`src/sem_pkg.sv`:
```
`default_nettype none
// ----------------------------------------------------------------------------
// sem_pkg
// Shared types and constants of the Sobel edge magnitude block.
// ----------------------------------------------------------------------------
package sem_pkg;

  localparam int unsigned MaxWidth  = 1024;
  localparam int unsigned MaxHeight = 4096;
  localparam int unsigned ColW      = $clog2(MaxWidth);
  localparam int unsigned RowW      = $clog2(MaxHeight) + 1;
  localparam int unsigned SqW       = 21;

  typedef enum logic [1:0] {
    ST_IDLE,
    ST_READ,
    ST_CALC,
    ST_SQRT
  } state_e;

  typedef enum logic [0:0] {
    KIND_PIXEL = 1'b0,
    KIND_FLUSH = 1'b1
  } kind_e;

  typedef enum logic [0:0] {
    REG_WIDTH  = 1'b0,
    REG_HEIGHT = 1'b1
  } reg_e;

  // controller to datapath
  typedef struct packed {
    logic start;     // latch item, issue line store read
    logic calc;      // update stores, window, gradients
    logic sqrt_init;
    logic sqrt_step;
    logic [2:0] bit_idx;
  } sem_cmd_t;

  // datapath to controller
  typedef struct packed {
    logic ignore;    // item causes nothing
    logic emit;      // item causes a result
  } sem_sts_t;

endpackage
`default_nettype wire

```
`src/sem_ctrl.sv`:
```
`default_nettype none
// ----------------------------------------------------------------------------
// sem_ctrl
// Sequencer: accept, line read, gradient, eight square root steps, output.
// ----------------------------------------------------------------------------
module sem_ctrl (
  input  wire logic              clk_i,
  input  wire logic              rst_ni,
  input  wire logic              in_valid_i,
  output logic                   in_ready_o,
  input  wire logic              out_busy_i,
  input  wire sem_pkg::sem_sts_t sts_i,
  output sem_pkg::sem_cmd_t      cmd_o,
  output logic                   out_load_o
);
  import sem_pkg::*;

  state_e     state_q, state_d;
  logic [2:0] cnt_q, cnt_d;

  // state register
  always_ff @(posedge clk_i or negedge rst_ni) begin
    if (!rst_ni) begin
      state_q <= ST_IDLE;
      cnt_q   <= '0;
    end else begin
      state_q <= state_d;
      cnt_q   <= cnt_d;
    end
  end

  // next state and commands
  always_comb begin
    state_d    = state_q;
    cnt_d      = cnt_q;
    cmd_o      = '0;
    out_load_o = 1'b0;
    in_ready_o = 1'b0;
    cmd_o.bit_idx = cnt_q;
    case (state_q)
      ST_IDLE: begin
        in_ready_o = 1'b1;
        if (in_valid_i) begin
          cmd_o.start = 1'b1;
          state_d     = ST_READ;
        end
      end
      ST_READ: begin
        if (sts_i.ignore) begin
          state_d = ST_IDLE;
        end else begin
          cmd_o.calc = 1'b1;
          state_d    = sts_i.emit ? ST_CALC : ST_IDLE;
        end
      end
      ST_CALC: begin
        cmd_o.sqrt_init = 1'b1;
        cnt_d   = 3'd7;
        state_d = ST_SQRT;
      end
      ST_SQRT: begin
        if (cnt_q != 3'd0) begin
          cmd_o.sqrt_step = 1'b1;
          cnt_d = cnt_q - 3'd1;
        end else if (!out_busy_i) begin
          cmd_o.sqrt_step = 1'b1;
          out_load_o      = 1'b1;
          state_d         = ST_IDLE;
        end
      end
      default: state_d = ST_IDLE;
    endcase
  end
endmodule
`default_nettype wire

```
`config.mk`:
```
export PLATFORM = sky130hd
export DESIGN_NAME = sem_ctrl
export DESIGN_NICKNAME = d
export VERILOG_FILES = /design/src/sem_pkg.sv /design/src/sem_ctrl.sv
export SDC_FILE = /design/constraint.sdc
export NUM_CORES = 1
export LEC_CHECK = 0
export BUFFER_PORTS_ARGS = -buffer_cell sky130_fd_sc_hd__buf_4
export CAP_MARGIN = 20
export CORE_AREA = 2 2 39 41
export CTS_CLUSTER_DIAMETER = 120
export DETAILED_ROUTE_END_ITERATION = 10
export DIE_AREA = 0 0 41 43
export SETUP_SLACK_MARGIN = 0.5
export SLEW_MARGIN = 20
export SYNTH_ARGS = -nofsm -noshare
export SYNTH_HDL_FRONTEND = slang
export SYNTH_SLANG_ARGS = --single-unit
```
`constraint.sdc`:
```
create_clock -name clk_i -period 1.2 [get_ports clk_i]
set_clock_uncertainty 0.15 [all_clocks]
set_input_delay 0.18 -clock clk_i [delete_from_list [all_inputs] [get_ports clk_i]]
set_output_delay 0.18 -clock clk_i [all_outputs]
set_load 0.02 [all_outputs]
```
==> out/results.txt, run 1 <==
Worst skew pair latency = 0.24 ns
Setup violators final = 14
Number of distinct library cells after synthesis = 20
PortBufs = 14
Setup slack at placement = -0.157 ns
Wirelength, routed = 1030 µm
Max Cap Violations = 0
Worst R2R End = cnt_q[2]
Layout Nets = 77
Fraction of registers with async set/reset = 100%
Leak = 0.361 nW
Die width = 41 µm
Max VDD drop = 1.23 mV
Layout cell share with drive strength beyond 1 = 85.3%
Placed instance count = 72
CTS buffer count = 3
Synthesized flop and latch total = 5
WP data required = 0.87 ns
Vias per cell = 4.48
Hold Fails Final Rpt = 0
RSZ-0062 raised after global routing = yes
Most frequent cell after synthesis = dfrtp_1
Overall Global Routing Usage = 12.6%
Syn_nets = 42
Reg2Reg Setup Slack = -0.22 ns
Clock power share = 9.7%
Antenna Violating Nets Remaining = 0
CP Launch Type = register
Critical Path End = out_load_o
Top cell type's share of synthesized area = 38.8%
Worst setup margin = -0.325 ns
Sequential power share = 16.9%
Top FF cell, synth = dfrtp_1
Final min period = 1.53 ns
Crit path kind = register to primary output
# DRC = 0
Final period util = 127%
Max FO, Critical Path = 3
DRT Pass-1 Iters = 2
Most frequent cells after synthesis = dfrtp_1, inv_1, o21ai_1
Initial antenna violation count = 0
Root Buffer Master = clkbuf_4
CTS tree = built
HPWL Detailed = 671 µm
Worst Setup End Kind = primary output
Reg clk slew, reported paths = 0.04 ns
Area grow syn2layout = 148%
Core Region = 1380 µm²
Status = finished, violations left
Final core utilization = 57.9%
Relative slew slack = 87.4%
Failing checks = setup timing
Dominant cells by area after synthesis = dfrtp_1, ha_1, a41oi_1
First-pass GRT wire length = 1480 µm
Worst Reg-to-Reg Cells = 6
Largest net degree at the start of global routing = 7
Fillers = 117
Worst setup path start = cnt_q[1]
Slew Limit Fails = 0
Die H = 43 µm
DRT iter0 DRCs = 1
FMAX = 656 MHz
Die ar. = 1760 µm²
Synth area leader = dfrtp_1
Worst hold-check path type = input port to register
Hold Slack = 0.0739 ns
Detailed-route via count = 376
Clock tree sinks = 5
Post-synth EDFFs = 0
PD cells = 2460 nW/µm²
Cell area after synthesis = 323 µm²
Core Rows = 14
Routed WL per cell = 12.3 µm
FF-to-FF Start = cnt_q[0]
CTS HTree Levels = 1
NetSw = 0.000791 W
Arr. time, crit path = 1.20 ns
Gp weighted congestion = 0.690
Register area share after synthesis = 38.8%
Sw Ratio = 40.1%
GR Overflow Total = 0
Post-Syn Area per Cell = 9.49 µm²
Initial core utilization = 23.3%
Vias in the first global route = 392
Ports = 15
Pint = 0.00118 W
Slew @ Worst Pin = 0.188 ns
Longest Clk Path Bufs = 2
Cell count after synthesis = 34
Yosys Warn Count = 0
Combinational power share = 73.4%
Cell Count, Final, Fillers Out = 84
Diodes inserted = 0
worst max-delay path: stages (launching register included):
cell and delay [ns]:
dfrtp_2 0.40, inv_2 0.08, ha_4 0.16, nand2b_4 0.06
nor3_4 0.12, buf_6 0.14
cells by family after synthesis:
kind of cell	count (synthesis)	share of synthesized area (%)
compound gates	9	17.8
fa+ha+maj	2	7.75
buf+inv	6	10.5
flops	5	38.8
simple gates	12	25.2
final cells by class:
type | count | area (µm²) | share of cell area (%)
timing repair buffer | 32 | 299 | 37.3
clock buffer | 4 | 26.3 | 3.28
sequential | 5 | 130 | 16.3
multi-input combinational | 23 | 310 | 38.8
tap | 16 | 20.0 | 2.50
inverter | 4 | 15.0 | 1.88
how the worst min path moves through the flow:
stage | depth (start not counted) | slack (ns) | endpoint | from
floorplan | 0 | -0.27 | async pin | rst_ni
global placement | 1 | -0.16 | async pin | rst_ni
detailed placement | 1 | -0.16 | state_q[0] | rst_ni
CTS | 3 | 0.06 | register | sts_i[0]
global route | 3 | 0.07 | register | sts_i[0]
finish | 3 | 0.07 | register | sts_i[0]
metrics by stage:
stage / TNS (ns) / total power (W) / instance area, µm²
6_report: -2.59 / 0.00197 / 801
3_3_place_gp: -0.478 / 0.00130 / 581
4_1_cts: -2.47 / 0.00176 / 714
3_5_place_dp: -0.601 / 0.00132 / 581
2_1_floorplan: -0.612 / 0.000946 / 403
5_1_grt: -3.34 / 0.00211 / 801
routing by layer:
layer / vias to the layer above / part of all wire, % / GRT usage (%)
met5: - / 0 / 0
met4: 0 / 0 / 4.00
met3: 0 / 2.7 / 4.71
met2: 8 / 57 / 21.3
met1: 179 / 40 / 13.8
li1: 189 / - / -
power groups by stage:
stage	clock [W]	combinational (W)	sequential, W
floorplan	0	0.000564	0.000381
global placement	0	0.000986	0.000318
detailed placement	0	0.000999	0.000320
CTS	0.000201	0.00122	0.000335
global route	0.000220	0.00155	0.000342
finish	0.000191	0.00145	0.000333
cell usage in the layout (no fill, tap or decap):
master,Yosys,final
nor2_4,0,1
nand2b_4,0,1
buf_6,1,15
a31oi_2,0,1
inv_1,4,2
dfrtp_2,0,4
nand2_2,1,1
ha_4,0,2
clkbuf_4,0,3
a211o_1,1,1
nor2b_4,0,1
clkbuf_1,0,1
o21ai_1,3,1
nand2b_1,2,1
a21oi_2,0,2
o21ai_2,0,1
a41oi_2,0,2
nor4bb_4,0,1
nor3_4,0,2
inv_2,0,2
nand3b_1,1,1
nand3b_4,0,1
nand2_1,1,1
dlygate4sd3_1,0,1
o21ai_4,0,1
dfrtp_1,5,1
nor3b_4,0,1
buf_4,1,16
timing repair:
| item | in CTS | in global routing |
|---|---|---|
| hold endpoints to repair | 5 | 0 |
| endpoints found under the setup margin | 14 | 14 |
| buffers inserted | 3 | 4 |
| pin swaps | 5 | 4 |
| hold buffers | 1 | 0 |
| resized for setup | 19 | 9 |
Power figures use the tool's default switching activity.
==> inputs of run 2 (changes only) <==
==> constraint.sdc (replaced) <==
create_clock -name clk_i -period 1.9 [get_ports clk_i]
set_clock_uncertainty 0.15 [all_clocks]
set_input_delay 0.285 -clock clk_i [delete_from_list [all_inputs] [get_ports clk_i]]
set_output_delay 0.285 -clock clk_i [all_outputs]
set_load 0.02 [all_outputs]
==> run 2 against run 1 <==
Against the previous run: the flow now finishes without violations; clock power down 31%; total power down 46%; sequential power decreased by 32%; die area unchanged; core utilization shrank 9.1 points; critical path type unchanged; largest power group unchanged.
==> out/results.txt, run 2 (same netlist as run 1, synthesis figures left out) <==
Worst Setup End Kind = primary output
Max Cap Violations = 0 (unchanged)
Area of the multi-input gates = 240 µm² (-23%)
Max FO, Critical Path = 4 (+1)
Status = finished, final reports clean
Overall Global Routing Usage = 13.3% (+0.67 points)
Antenna Violating Nets Remaining = 0 (unchanged)
Arr. time, crit path = 1.23 ns (+0.03 ns)
GR Overflow Total = 0 (unchanged)
FMAX = 602 MHz
CTS tree = built
Wirelength, routed = 1080 µm (+5.0%)
Layout Nets = 76 (-1.3%)
CP top delay family = flip-flops
Ports = 15 (unchanged)
RSZ-0062 raised after global routing = yes
Relative slew slack = 81.0% (-6.4 points)
Initial antenna violation count = 0 (unchanged)
Hold Crit Depth = 3 (unchanged)
Worst R2R End = cnt_q[2]
Hold Crit Start = sts_i[0]
Max VDD drop = 0.638 mV (-48%)
Initial core utilization = 23.3% (unchanged)
Largest net degree at the start of global routing = 8 (+1)
PortBufs = 14 (unchanged)
Setup violators final = 0 (-14)
Area grow syn2layout = 109%
Hold Fails Final Rpt = 0 (unchanged)
Worst Reg-to-Reg Cells = 6 (unchanged)
PD cells = 1570 nW/µm² (-36%)
Worst path cell trace = inv_2 -> ha_4 -> nand2b_4 -> nor3_4 -> buf_6
Final min period = 1.66 ns
Most common cell after layout, fill and taps aside = buf_4
Slew @ Worst Pin = 0.285 ns (+0.0963 ns)
Worst path slowest cell = dfrtp_2
Vias per cell = 4.77 (+6.6%)
Die width = 41 µm (unchanged)
TNS Setup = 0 ns (+2.59 ns)
Detailed-route via count = 396 (+5.3%)
CP Launch Type = register
Die ar. = 1760 µm² (unchanged)
Reg2Reg Setup Slack = 0.46 ns (+0.68 ns)
Core Region = 1380 µm² (unchanged)
Placed instance count = 62 (-14%)
WP data required = 1.46 ns (+0.59 ns)
Routed WL per cell = 13.0 µm (+6.3%)
CP Buf/Inv Count = 2 (unchanged)
Crit path kind = register to primary output
HPWL Detailed = 592 µm (-12%)
Slew Limit Fails = 0 (unchanged)
Final period util = 87.4%
Cell Count, Final, Fillers Out = 83 (-1.2%)
Diodes inserted = 0 (unchanged)
Core Rows = 14 (unchanged)
Worst setup margin = 0.239 ns (+0.564 ns)
Sequential cell area = 130 µm² (unchanged)
Longest Clk Path Bufs = 2 (unchanged)
FF-to-FF Start = cnt_q[0]
Die H = 43 µm (unchanged)
Gp weighted congestion = 0.749 (+8.5%)
Fillers = 138 (+18%)
CP max stage delay = 0.41 ns (about the same)
Most frequent cells in the layout = buf_4, dfrtp_2, clkbuf_4, buf_6
DRT iter0 DRCs = 3 (+2)
Worst skew pair latency = 0.25 ns (about the same)
Setup slack at placement = 0.376 ns (+0.532 ns)
Vias in the first global route = 333 (-15%)
# DRC = 0 (unchanged)
Root Buffer Master = clkbuf_4
Worst hold-check path type = input port to register
First-pass GRT wire length = 1440 µm (-2.8%)
CTS HTree Levels = 1 (unchanged)
DRT Pass-1 Iters = 3 (+1)
Layout cell share with drive strength beyond 1 = 76.1% (-9.2 points)
Clock tree sinks = 5 (unchanged)
CTS buffer count = 3 (unchanged)
Leak = 0.320 nW (-11%)
Reg clk slew, reported paths = 0.05 ns (about the same)
## run 2: layer usage
| metal | vias up | GRT usage [%] | routed length (µm) |
|---|---|---|---|
| met5 | - | 0 | 0 |
| met4 | 0 | 12.7 | 57 |
| met3 | 6 | 5.24 | 55 |
| met2 | 12 | 19.1 | 530 |
| met1 | 192 | 13.7 | 438 |
| li1 | 186 | - | - |
## run 2: layout make-up
class                           count  area share, %
Timing Repair Buffer               31           36.0
Sequential cell                     5           19.3
Tap cell                           16           2.97
Multi-Input combinational cell     23           35.6
Inverter                            4           2.23
Clock buffer                        4           3.90
## run 2: tightest hold or removal path, cell delays in order
cell	delay, ns
buf_4	0.11
nand3b_1	0.07
o21ai_1	0.06
## run 2: timing repair
item	in CTS	in global routing
setup endpoints to repair	6	12
resized for setup	4	8
pin swaps	5	4
endpoints found under the hold margin	5	0
buffers inserted	10	6
hold buffers	1	0
## run 2: worst max-delay path by stage
stage | slack (ns) | endpoint | depth (start not counted) | start
after detailed placement | 0.38 | out_load_o | 5 | cnt_q[1]
after CTS | 0.25 | out_load_o | 5 | cnt_q[1]
final | 0.24 | out_load_o | 5 | cnt_q[0]
after global routing | 0.19 | out_load_o | 5 | cnt_q[1]
after floorplan | 0.40 | out_load_o | 4 | cnt_q[1]
after global placement | 0.40 | out_load_o | 5 | cnt_q[1]
## run 2: report_power, final
group	internal, W	switching (W)	leakage [nW]
registers	0.000162	0.0000638	0.0496
logic	0.000377	0.000326	0.256
clock network	0.0000799	0.0000514	0.0150
total	0.000619	0.000441	0.320
## run 2: stage by stage
stage	util, %	instance area [µm²]	hold WS, ns	total power (W)
after floorplan	-	373	-0.161	0.000549
after CTS	42.9	593	0.152	0.000912
after global placement	34.6	479	-0.0545	0.000662
final	48.7	674	0.149	0.00106
after global routing	48.7	674	0.152	0.00112
after detailed placement	34.6	479	-0.0561	0.000669
==> inputs of run 3 (changes only) <==
==> constraint.sdc (replaced) <==
create_clock -name clk_i -period 1.9 [get_ports clk_i]
set_clock_uncertainty 0.15 [all_clocks]
set_input_delay 0.19 -clock clk_i [delete_from_list [all_inputs] [get_ports clk_i]]
set_output_delay 0.19 -clock clk_i [all_outputs]
set_load 0.02 [all_outputs]
==> run 3 against run 2 <==
Against the previous run: non-clock buffer count decreased by 4; via count decreased by 7.8%; critical path depth unchanged; largest power group unchanged; global-route usage decreased by 1.9 points; sequential cell count unchanged; critical endpoint unchanged; total power decreased by 9.8%; die area unchanged; core utilization decreased by 3.8 points.
==> out/results.txt, run 3 (same netlist as run 1, synthesis figures left out) <==
Met3 WL = 54 µm (-1.8%)
Overall Global Routing Usage = 11.4% (-1.9 points)
Hold Crit Depth = 3 (unchanged)
GR Overflow Total = 0 (unchanged)
Arr. time, crit path = 1.18 ns (-0.05 ns)
Finished Cell Area = 622 µm² (-7.8%)
HPWL Detailed = 552 µm (-6.8%)
Longest Clk Path Bufs = 2 (unchanged)
FF-to-FF Start = cnt_q[1]
Reg clk slew, reported paths = 0.04 ns (about the same)
Layout Nets = 72 (-5.3%)
Final period util = 80.2% (-7.2 points)
Final min period = 1.52 ns (-0.138 ns)
Max VDD drop = 0.716 mV (+12%)
Max FO, Critical Path = 3 (-1)
Vias per cell = 4.62 (-3.2%)
Worst Setup End Kind = primary output
Initial antenna violation count = 0 (unchanged)
Gp weighted congestion = 0.715 (-4.5%)
Worst skew pair latency = 0.24 ns (about the same)
DR WL met2 = 441 µm (-17%)
CTS HTree Levels = 1 (unchanged)
Leak = 0.294 nW (-8.3%)
Detailed-route via count = 365 (-7.8%)
DRT Pass-1 Iters = 4 (+1)
CP max stage delay = 0.41 ns (about the same)
Worst Reg-to-Reg Cells = 5 (-1)
Status = finished, final reports clean
Crit path kind = register to primary output
DRT iter0 DRCs = 2 (-1)
Diodes inserted = 0 (unchanged)
Uppermost layer routed = met4
CTS tree = built
Largest net degree at the start of global routing = 9 (+1)
Core Rows = 14 (unchanged)
Worst path cell trace = inv_2 -> ha_4 -> nand2b_4 -> nor3_4 -> buf_6
RSZ-0062 raised after global routing = yes
PortBufs = 14 (unchanged)
CTS buffer count = 3 (unchanged)
Metal-1 WL = 322 µm (-26%)
Max Cap Violations = 0 (unchanged)
Layout cell share with drive strength beyond 1 = 74.6% (-1.5 points)
Die ar. = 1760 µm² (unchanged)
Wirelength, routed = 850 µm (-21%)
Setup violators final = 0 (unchanged)
TNS Setup = 0 ns (unchanged)
Ports = 15 (unchanged)
Antenna Violating Nets Remaining = 0 (unchanged)
Die H = 43 µm (unchanged)
Root Buffer Master = clkbuf_4
Worst hold-check path type = input port to register
Initial core utilization = 23.3% (unchanged)
FMAX = 656 MHz (+9.0%)
Most frequent cells in the layout = buf_4, dfrtp_2, clkbuf_4
First-pass GRT wire length = 1300 µm (-9.6%)
WP data required = 1.56 ns (+0.10 ns)
CP Launch Type = register
Worst R2R End = cnt_q[2]
# DRC = 0 (unchanged)
Clock tree sinks = 5 (unchanged)
Slew @ Worst Pin = 0.220 ns (-0.0649 ns)
Core Region = 1380 µm² (unchanged)
Hold endpoint = state_q[0]
Reg2Reg Setup Slack = 0.53 ns (+0.07 ns)
Vias in the first global route = 333 (unchanged)
Routed WL per cell = 10.8 µm (-17%)
Area grow syn2layout = 92.6%
Most common cell after layout, fill and taps aside = buf_4
Cell Area, Placed = 474 µm² (-1.0%)
Worst path slowest cell = dfrtp_2
Hold Crit Start = in_valid_i
Die width = 41 µm (unchanged)
Hold Fails Final Rpt = 0 (unchanged)
Relative slew slack = 85.2% (+4.1 points)
Final core utilization = 44.9% (-3.8 points)
Slew Limit Fails = 0 (unchanged)
PD cells = 1540 nW/µm² (-2.2%)
## run 3: changes by cell type in the layout (fill, tap and decap cells not counted)
cell | before | now
a21oi_1 | 0 | 1
a21oi_2 | 2 | 1
buf_1 | 1 | 0
buf_4 | 26 | 25
buf_6 | 3 | 1
ha_2 | 0 | 1
ha_4 | 2 | 1
nor2b_2 | 0 | 1
nor2b_4 | 1 | 0
## run 3: worst max-delay path by stage
| stage | slack, ns | start | cells after the start | end |
|---|---|---|---|---|
| 2_1_floorplan | 0.49 | cnt_q[1] | 4 | out_load_o |
| 3_3_place_gp | 0.48 | cnt_q[1] | 5 | out_load_o |
| 3_5_place_dp | 0.46 | cnt_q[1] | 5 | out_load_o |
| 4_1_cts | 0.35 | cnt_q[1] | 5 | out_load_o |
| 5_1_grt | 0.32 | cnt_q[1] | 5 | out_load_o |
| 6_report | 0.38 | cnt_q[1] | 5 | out_load_o |
## run 3: routing by layer
layer | track usage, % | vias to the layer above
li1 | - | 181
met1 | 10.5 | 167
met2 | 18.8 | 13
met3 | 7.85 | 4
met4 | 4.00 | 0
met5 | 0 | -
## run 3: worst max-delay path: cells and delay by family (launching register included)
family                   cells  cell delay [ns]
buffers and inverters        2             0.21
adder cells (fa/ha/maj)      1             0.15
AND/OR/NAND/NOR              2             0.17
flip-flops                   1             0.41
## run 3: power breakdown
part / switching (W) / internal [W] / total (W) / leakage, nW
registers: 0.0000664 / 0.000163 / 0.000229 / 0.0496
clock network: 0.0000417 / 0.0000793 / 0.000121 / 0.0150
logic: 0.000280 / 0.000326 / 0.000606 / 0.229
## run 3: repair_timing
item	in CTS	in global routing
setup endpoints to repair	6	10
gates cloned	0	0
hold buffers	1	0
pin swaps	2	1
hold endpoints to repair	5	0
gates resized for setup	4	4
buffers inserted	9	3
## run 3: area by class of cell
cell class,instances,area (µm²)
Sequential cell,5,130
Timing Repair Buffer,27,209
Tap cell,16,20.0
Inverter,4,15.0
Clock buffer,4,26.3
Multi-Input combinational cell,23,221
Fill cell,129,762
## run 3: per-stage QoR
step	hold slack, ns	power [W]	std cells	worst slack, ns
2_1_floorplan	-0.256	0.000545	34	0.494
3_3_place_gp	-0.154	0.000665	62	0.485
3_5_place_dp	-0.155	0.000669	62	0.464
4_1_cts	0.0666	0.000903	76	0.354
5_1_grt	0.0909	0.00103	79	0.316
6_report	0.0771	0.000956	79	0.376
